## src/rtl/gcdlcm_pkg.sv

```systemverilog
// ----------------------------------------------------------------------------
// gcdlcm_pkg
// Shared types, step numbers and the control program of the gcd/lcm sequencer.
// ----------------------------------------------------------------------------
package gcdlcm_pkg;

    localparam int STEP_BITS = 4;

    typedef logic [STEP_BITS-1:0] step_t;

    // micro-operations of the sequencer
    typedef enum logic [2:0] {
        OP_FETCH,
        OP_ZERO_CHECK,
        OP_TEST_SMALL,
        OP_DIV_LOAD,
        OP_DIV_STEP,
        OP_SWAP,
        OP_MUL,
        OP_EMIT
    } op_t;

    typedef struct packed {
        op_t   op;
        logic  div_lcm;  // divider source: 0 big/small, 1 first operand/gcd
        step_t target;   // jump destination
    } ctrl_word_t;

    // program addresses
    localparam step_t STEP_FETCH      = 4'd0;
    localparam step_t STEP_ZERO_CHECK = 4'd1;
    localparam step_t STEP_TEST       = 4'd2;
    localparam step_t STEP_EU_LOAD    = 4'd3;
    localparam step_t STEP_EU_DIV     = 4'd4;
    localparam step_t STEP_SWAP       = 4'd5;
    localparam step_t STEP_LCM_LOAD   = 4'd6;
    localparam step_t STEP_LCM_DIV    = 4'd7;
    localparam step_t STEP_MUL        = 4'd8;
    localparam step_t STEP_EMIT       = 4'd9;

    function automatic ctrl_word_t program_rom(input step_t pc);
        ctrl_word_t w;
        unique case (pc)
            STEP_FETCH:      w = '{OP_FETCH,      1'b0, STEP_FETCH};
            STEP_ZERO_CHECK: w = '{OP_ZERO_CHECK, 1'b0, STEP_EMIT};
            STEP_TEST:       w = '{OP_TEST_SMALL, 1'b0, STEP_LCM_LOAD};
            STEP_EU_LOAD:    w = '{OP_DIV_LOAD,   1'b0, STEP_FETCH};
            STEP_EU_DIV:     w = '{OP_DIV_STEP,   1'b0, STEP_FETCH};
            STEP_SWAP:       w = '{OP_SWAP,       1'b0, STEP_TEST};
            STEP_LCM_LOAD:   w = '{OP_DIV_LOAD,   1'b1, STEP_FETCH};
            STEP_LCM_DIV:    w = '{OP_DIV_STEP,   1'b1, STEP_FETCH};
            STEP_MUL:        w = '{OP_MUL,        1'b0, STEP_FETCH};
            STEP_EMIT:       w = '{OP_EMIT,       1'b0, STEP_FETCH};
            default:         w = '{OP_FETCH,      1'b0, STEP_FETCH};
        endcase
        return w;
    endfunction

endpackage

```

## src/rtl/gcd_lcm_calculator.sv

```systemverilog
// ----------------------------------------------------------------------------
// gcd_lcm_calculator
// Euclidean gcd and lcm of two unsigned operands, run by a microcoded sequencer.
// ----------------------------------------------------------------------------
// Takes two unsigned OPERAND_BITS-bit operands per item and returns their
// greatest common divisor and least common multiple (2*OPERAND_BITS bits).
// If either operand is zero, gcd is the other operand and lcm is zero.
// Control is a ten-step program in a small rom: a step counter walks it and
// each control word drives one plain datapath around a single restoring
// divider that retires one quotient bit per cycle. Euclid's loop runs the
// divider once per remainder, then once more for first_value / gcd, and a
// single OPERAND_BITS x OPERAND_BITS multiply forms the lcm. An item with
// a zero operand skips from the zero check straight to the emit step;
// otherwise the number k of remainder steps grows at most about
// 1.44*OPERAND_BITS (worst on consecutive fibonacci numbers). One item is
// worked on at a time; a finished result sits in the output register so
// the next item can start while it waits on m_tready.
// ----------------------------------------------------------------------------
module gcd_lcm_calculator
    import gcdlcm_pkg::*;
#(
    parameter int OPERAND_BITS = 31
) (
    input  logic                                       aclk,
    input  logic                                       aresetn,
    input  logic                                       s_tvalid,
    output logic                                       s_tready,
    // fields from bit 0: first_value, second_value
    input  logic [((2*OPERAND_BITS+7)/8)*8-1:0]        s_tdata,
    output logic                                       m_tvalid,
    input  logic                                       m_tready,
    // fields from bit 0: gcd_value, lcm_value
    output logic [((3*OPERAND_BITS+7)/8)*8-1:0]        m_tdata
);

    localparam int W         = OPERAND_BITS;
    localparam int OUT_DATA_W = ((3*OPERAND_BITS+7)/8)*8;
    localparam int CNT_W     = $clog2(OPERAND_BITS+1);

    // sequencer
    step_t      pc_reg, pc_next;
    ctrl_word_t cw;

    // operand and euclid registers
    logic [W-1:0] a_reg, a_next;
    logic [W-1:0] b_reg, b_next;
    logic [W-1:0] big_reg, big_next;
    logic [W-1:0] small_reg, small_next;

    // shared restoring divider
    logic [W-1:0]     div_den_reg, div_den_next;
    logic [W-1:0]     div_rem_reg, div_rem_next;
    logic [W-1:0]     div_quo_reg, div_quo_next;
    logic [CNT_W-1:0] div_cnt_reg, div_cnt_next;
    logic [W:0]       shift_rem;
    logic [W+1:0]     trial;
    logic             div_last;

    // finished result and output register
    logic [W-1:0]   res_gcd_reg, res_gcd_next;
    logic [2*W-1:0] res_lcm_reg, res_lcm_next;
    logic [W-1:0]   out_gcd_reg, out_gcd_next;
    logic [2*W-1:0] out_lcm_reg, out_lcm_next;
    logic           out_valid_reg, out_valid_next;

    logic [W-1:0] in_first;
    logic [W-1:0] in_second;
    logic         out_free;

    assign cw        = program_rom(pc_reg);
    assign in_first  = s_tdata[W-1:0];
    assign in_second = s_tdata[2*W-1:W];

    // one quotient bit per cycle
    assign shift_rem = {div_rem_reg, div_quo_reg[W-1]};
    assign trial     = {1'b0, shift_rem} - {2'b00, div_den_reg};
    assign div_last  = (div_cnt_reg == CNT_W'(1));

    assign out_free  = !out_valid_reg || m_tready;

    assign s_tready  = (cw.op == OP_FETCH);
    assign m_tvalid  = out_valid_reg;
    assign m_tdata   = OUT_DATA_W'({out_lcm_reg, out_gcd_reg});

    always_comb begin
        pc_next        = pc_reg;
        a_next         = a_reg;
        b_next         = b_reg;
        big_next       = big_reg;
        small_next     = small_reg;
        div_den_next   = div_den_reg;
        div_rem_next   = div_rem_reg;
        div_quo_next   = div_quo_reg;
        div_cnt_next   = div_cnt_reg;
        res_gcd_next   = res_gcd_reg;
        res_lcm_next   = res_lcm_reg;
        out_gcd_next   = out_gcd_reg;
        out_lcm_next   = out_lcm_reg;
        out_valid_next = out_valid_reg && !m_tready;

        unique case (cw.op)
            OP_FETCH: begin
                // take the operands, ordered as larger and smaller
                if (s_tvalid) begin
                    a_next = in_first;
                    b_next = in_second;
                    if (in_first > in_second) begin
                        big_next   = in_first;
                        small_next = in_second;
                    end else begin
                        big_next   = in_second;
                        small_next = in_first;
                    end
                    pc_next = pc_reg + step_t'(1);
                end
            end
            OP_ZERO_CHECK: begin
                // a zero operand skips the whole loop
                if (a_reg == '0 || b_reg == '0) begin
                    res_gcd_next = a_reg | b_reg;
                    res_lcm_next = '0;
                    pc_next      = cw.target;
                end else begin
                    pc_next = pc_reg + step_t'(1);
                end
            end
            OP_TEST_SMALL: begin
                // remainder zero: big holds the gcd
                if (small_reg == '0) begin
                    pc_next = cw.target;
                end else begin
                    pc_next = pc_reg + step_t'(1);
                end
            end
            OP_DIV_LOAD: begin
                div_quo_next = cw.div_lcm ? a_reg : big_reg;
                div_den_next = cw.div_lcm ? big_reg : small_reg;
                div_rem_next = '0;
                div_cnt_next = CNT_W'(W);
                pc_next      = pc_reg + step_t'(1);
            end
            OP_DIV_STEP: begin
                if (!trial[W+1]) begin
                    div_rem_next = trial[W-1:0];
                    div_quo_next = {div_quo_reg[W-2:0], 1'b1};
                end else begin
                    div_rem_next = shift_rem[W-1:0];
                    div_quo_next = {div_quo_reg[W-2:0], 1'b0};
                end
                div_cnt_next = div_cnt_reg - CNT_W'(1);
                if (div_last) begin
                    pc_next = pc_reg + step_t'(1);
                end
            end
            OP_SWAP: begin
                big_next   = small_reg;
                small_next = div_rem_reg;
                pc_next    = cw.target;
            end
            OP_MUL: begin
                // lcm = (first / gcd) * second
                res_gcd_next = big_reg;
                res_lcm_next = {{W{1'b0}}, div_quo_reg} * {{W{1'b0}}, b_reg};
                pc_next      = pc_reg + step_t'(1);
            end
            OP_EMIT: begin
                if (out_free) begin
                    out_gcd_next   = res_gcd_reg;
                    out_lcm_next   = res_lcm_reg;
                    out_valid_next = 1'b1;
                    pc_next        = cw.target;
                end
            end
            default: begin
                pc_next = STEP_FETCH;
            end
        endcase
    end

    always_ff @(posedge aclk) begin
        if (!aresetn) begin
            pc_reg        <= STEP_FETCH;
            out_valid_reg <= 1'b0;
        end else begin
            pc_reg        <= pc_next;
            out_valid_reg <= out_valid_next;
        end
    end

    always_ff @(posedge aclk) begin
        a_reg       <= a_next;
        b_reg       <= b_next;
        big_reg     <= big_next;
        small_reg   <= small_next;
        div_den_reg <= div_den_next;
        div_rem_reg <= div_rem_next;
        div_quo_reg <= div_quo_next;
        div_cnt_reg <= div_cnt_next;
        res_gcd_reg <= res_gcd_next;
        res_lcm_reg <= res_lcm_next;
        out_gcd_reg <= out_gcd_next;
        out_lcm_reg <= out_lcm_next;
    end

`ifndef ASSERT_OFF
    // the divider never runs on a zero divisor
    assert property (@(posedge aclk) disable iff (!aresetn)
        (cw.op == OP_DIV_STEP) |-> (div_den_reg != '0))
        else $error("divider running with zero divisor");

    // partial remainder stays below the divisor
    assert property (@(posedge aclk) disable iff (!aresetn)
        (cw.op == OP_DIV_STEP) |-> (div_rem_reg < div_den_reg))
        else $error("partial remainder not below divisor");

    // euclid pair stays ordered at every test
    assert property (@(posedge aclk) disable iff (!aresetn)
        (cw.op == OP_TEST_SMALL) |-> (big_reg >= small_reg))
        else $error("euclid pair out of order");

    // an accepted item goes straight to the zero check
    assert property (@(posedge aclk) disable iff (!aresetn)
        (s_tvalid && s_tready) |=> (pc_reg == STEP_ZERO_CHECK))
        else $error("sequencer did not advance after accept");

    // a new result only appears out of the emit step
    assert property (@(posedge aclk) disable iff (!aresetn)
        $rose(m_tvalid) |-> $past(pc_reg == STEP_EMIT))
        else $error("result raised outside emit step");
`endif

endmodule
```

## config.mk

```make
export PLATFORM = sky130hd
export DESIGN_NAME = gcd_lcm_calculator
export DESIGN_NICKNAME = d
export VERILOG_FILES = /design/src/rtl/gcdlcm_pkg.sv /design/src/rtl/gcd_lcm_calculator.sv
export SDC_FILE = /design/constraint.sdc
export NUM_CORES = 2
export LEC_CHECK = 0
export ABC_AREA = 1
export BUFFER_PORTS_ARGS = -buffer_cell sky130_fd_sc_hd__buf_2
export CAP_MARGIN = 10
export CORE_AREA = 2 2 429 431
export DETAILED_ROUTE_END_ITERATION = 10
export DIE_AREA = 0 0 431 433
export GPL_ROUTABILITY_DRIVEN = 0
export PLACE_DENSITY = 0.44
export SLEW_MARGIN = 40
export SYNTH_ARGS = -nofsm -noshare
export SYNTH_HDL_FRONTEND = slang
export SYNTH_SLANG_ARGS = --single-unit
```

## constraint.sdc

```tcl
create_clock -name aclk -period 6.2 [get_ports aclk]
set_input_delay 0.31 -clock aclk [delete_from_list [all_inputs] [get_ports aclk]]
set_output_delay 0.31 -clock aclk [all_outputs]
set_load 0.03 [all_outputs]
```

==> flow_metrics.env <==
export IMPL_status="finished, violations left"
export IMPL_violations="negative setup slack"
export IMPL_synthesis_instances=6349
export IMPL_drv_cap=0
export IMPL_avgSynthCellArea_um2=8.29
export IMPL_setup_slack_ns=-0.705
export IMPL_drtPass1Iterations=5
export IMPL_fin_hold_ws_ns=0.169
export IMPL_antenna_found_initial=3
export IMPL_period_needed_ns=6.91
export IMPL_synth_area_leader_cell="fa_1"
export IMPL_dp_hpwl_um=144000
export IMPL_drc=0
export IMPL_final_common_cell="nand2_1"
export IMPL_die_area_mm2=0.187
export IMPL_nets=8126
export IMPL_grt_max_degree=81
export IMPL_max_freq_ghz=0.145
export IMPL_cp_data_required_time_ns=6.61
export IMPL_cts_root_buf="clkbuf_16"
export IMPL_drt_wl_total_um=176000
export IMPL_clock_skew_ns=0.0355
export IMPL_die_w_um=431
export IMPL_synth_edf_count=408
export IMPL_cp_max_fo=7
export IMPL_slew_headroom_pct=46.6
export IMPL_drt_initial_drc_count=2669
export IMPL_die_y_um=433
export IMPL_hp_class="input port to register"
export IMPL_rsz0062_at_grt="true"
export IMPL_cts_tree="done"
export IMPL_area_delta_synth_final_pct=23.0
export IMPL_grtUsageTotal_pct=18.9
export IMPL_min_period_over_period_pct=111
export IMPL_synthArstFlopShare_pct=0
export IMPL_synthTopCellsByArea="fa_1, edfxtp_1, nand2_1"
export IMPL_setup_viol=48
export IMPL_nFillCells=18800
export IMPL_grt_overflow=0
export IMPL_synth_seq_cells=420
export IMPL_io_buffers=160
export IMPL_yosysWarnings=0
export IMPL_via_per_inst=4.53
export IMPL_cts_sinks=420
export IMPL_first_global_vias=44800
export IMPL_core_mm2=0.182
export IMPL_cp_end_kind="register"
export IMPL_initial_core_util_pct=28.9
export IMPL_cp_start_kind="register"
export IMPL_tightest_slew_ns=0.796
export IMPL_worstSetupPathType="register to register"
export IMPL_cts_max_path_buffers=3
export IMPL_io_pin_count=166
export IMPL_drtAntennaViolNets=0
export IMPL_rows=157
export IMPL_htree_levels=2
export IMPL_synth_area_mm2=0.0526
export IMPL_arrival_ns=7.31
export IMPL_final_cell_mix="nand2_1, inv_1, fa_1, buf_4, edfxtp_1"
export IMPL_synth_top_area_share_pct=31.9
export IMPL_cts_clk_slew_worst_paths_ns=0.06
export IMPL_ys_flop_type="edfxtp_1"
export IMPL_drive_gt1_share_pct=16.5
export IMPL_hold_viol_final=0
export IMPL_numCtsBuffers=53
export IMPL_wl_per_cell_um=18.8
export IMPL_clock_latency_ns=0.68
export IMPL_maxSlewViolCount=0
export IMPL_ys_seq_area_share_pct=23.7
export IMPL_via_count=42300
export IMPL_ys_types=48
export IMPL_grt_pass1_wl_um=270000
-- routing by layer --
layer  GRT usage [%]  share of wire, %  wire (µm)
met4            5.13               3.2       5610
met2            32.2                47      82600
met3            2.18               4.2       7350
met1            25.4                46      80100
met5               0            0.0074         13
-- worst paths after layout --
kind                            cells past startpoint         endpoint       startpoint  slack (ns)
worst min-delay path                                3        a_reg[25]         s_tvalid        0.17
worst min register to register                      0  out_lcm_reg[34]  res_lcm_reg[34]        0.41
worst max-delay path                               27  res_lcm_reg[56]   div_quo_reg[6]       -0.71
worst max register to register                     27  res_lcm_reg[56]   div_quo_reg[6]       -0.71
-- critical path: stages (launching register included) --
cell      delay, ns
edfxtp_1       0.43
buf_12         0.18
buf_6          0.11
nand2_2        0.06
inv_2          0.04
fa_1           0.54
inv_2          0.04
fa_1           0.54
inv_2          0.04
fa_1           0.56
fa_1           0.44
fa_1           0.58
fa_1           0.46
fa_1           0.51
fa_2           0.61
ha_4           0.24
nand2_4        0.08
buf_6          0.09
o21a_1         0.15
nor2_2         0.06
nor2_2         0.14
nor2_1         0.07
nor2_1         0.18
nor2_2         0.08
nor2_2         0.18
nand3_1        0.10
nand2_1        0.08
nor2_2         0.07
-- cells in the mapped netlist (2+ instances only) --
cell / count
xor2_1: 14
nand2_2: 4
o21bai_1: 11
a21oi_1: 194
o21a_1: 13
clkbuf_1: 254
buf_4: 6
ha_1: 322
inv_2: 9
nand4_1: 24
nand2_1: 1692
fa_1: 838
o211ai_1: 2
nor4_1: 4
o21ai_1: 8
a21o_1: 14
nor3_1: 25
nand3_1: 235
inv_1: 1598
a31oi_1: 37
dfxtp_1: 12
edfxtp_1: 408
xnor2_1: 10
nor3b_1: 2
o21ai_2: 3
o21ai_0: 173
nor2_1: 378
nand3b_1: 5
buf_2: 11
a21boi_0: 4
buf_1: 19
or2_2: 4
-- stage by stage --
stage / setup TNS [ns] / worst slack (ns) / util (%) / cells / instance area [µm²]
final: -23.68 / -0.705 / 35.5 / 9327 / 64700
after CTS: -23.71 / -0.681 / 35.0 / 9288 / 63700
after floorplan: -0.917 / -0.0660 / - / 6351 / 53200
after detailed placement: -32.16 / -0.946 / 33.2 / 9116 / 60500
after global routing: -35.33 / -0.895 / 35.5 / 9326 / 64700
after global placement: -31.98 / -0.940 / 33.2 / 9116 / 60500
-- cell families after synthesis --
logic type	after synthesis	synth area share [%]
AO/OA/AOI/OAI	464	4.76
XOR/XNOR	24	0.400
adder cells (fa/ha/maj)	1160	39.5
buffers and inverters	1899	13.6
flip-flops	420	23.7
other	1	0.00713
AND/OR/NAND/NOR	2381	17.9
-- final cells by class --
| cell class | instances | area, µm² | area share (%) |
|---|---|---|---|
| Multi-Input combinational cell | 4032 | 34500 | 53.3 |
| Sequential cell | 420 | 12500 | 19.3 |
| Timing Repair Buffer | 783 | 6880 | 10.6 |
| Inverter | 1608 | 6040 | 9.33 |
| Tap cell | 2385 | 2980 | 4.61 |
| Clock buffer | 59 | 1350 | 2.08 |
| Clock inverter | 39 | 450 | 0.696 |
| Antenna cell | 1 | 2.50 | 0.00387 |
-- timing repair --
| item | 4_1_cts | 5_1_grt |
|---|---|---|
| resized for setup | 169 | 186 |
| endpoints found under the hold margin | 63 | 0 |
| hold buffers | 64 | 0 |
| gates cloned | 0 | 4 |
| pin swaps | 28 | 81 |
| endpoints found under the setup margin | 50 | 51 |
| buffers inserted | 10 | 33 |
Power is left out: the tool's default activity adds up to more than one toggle a clock period on the data nets, which glitch-free logic cannot reach.
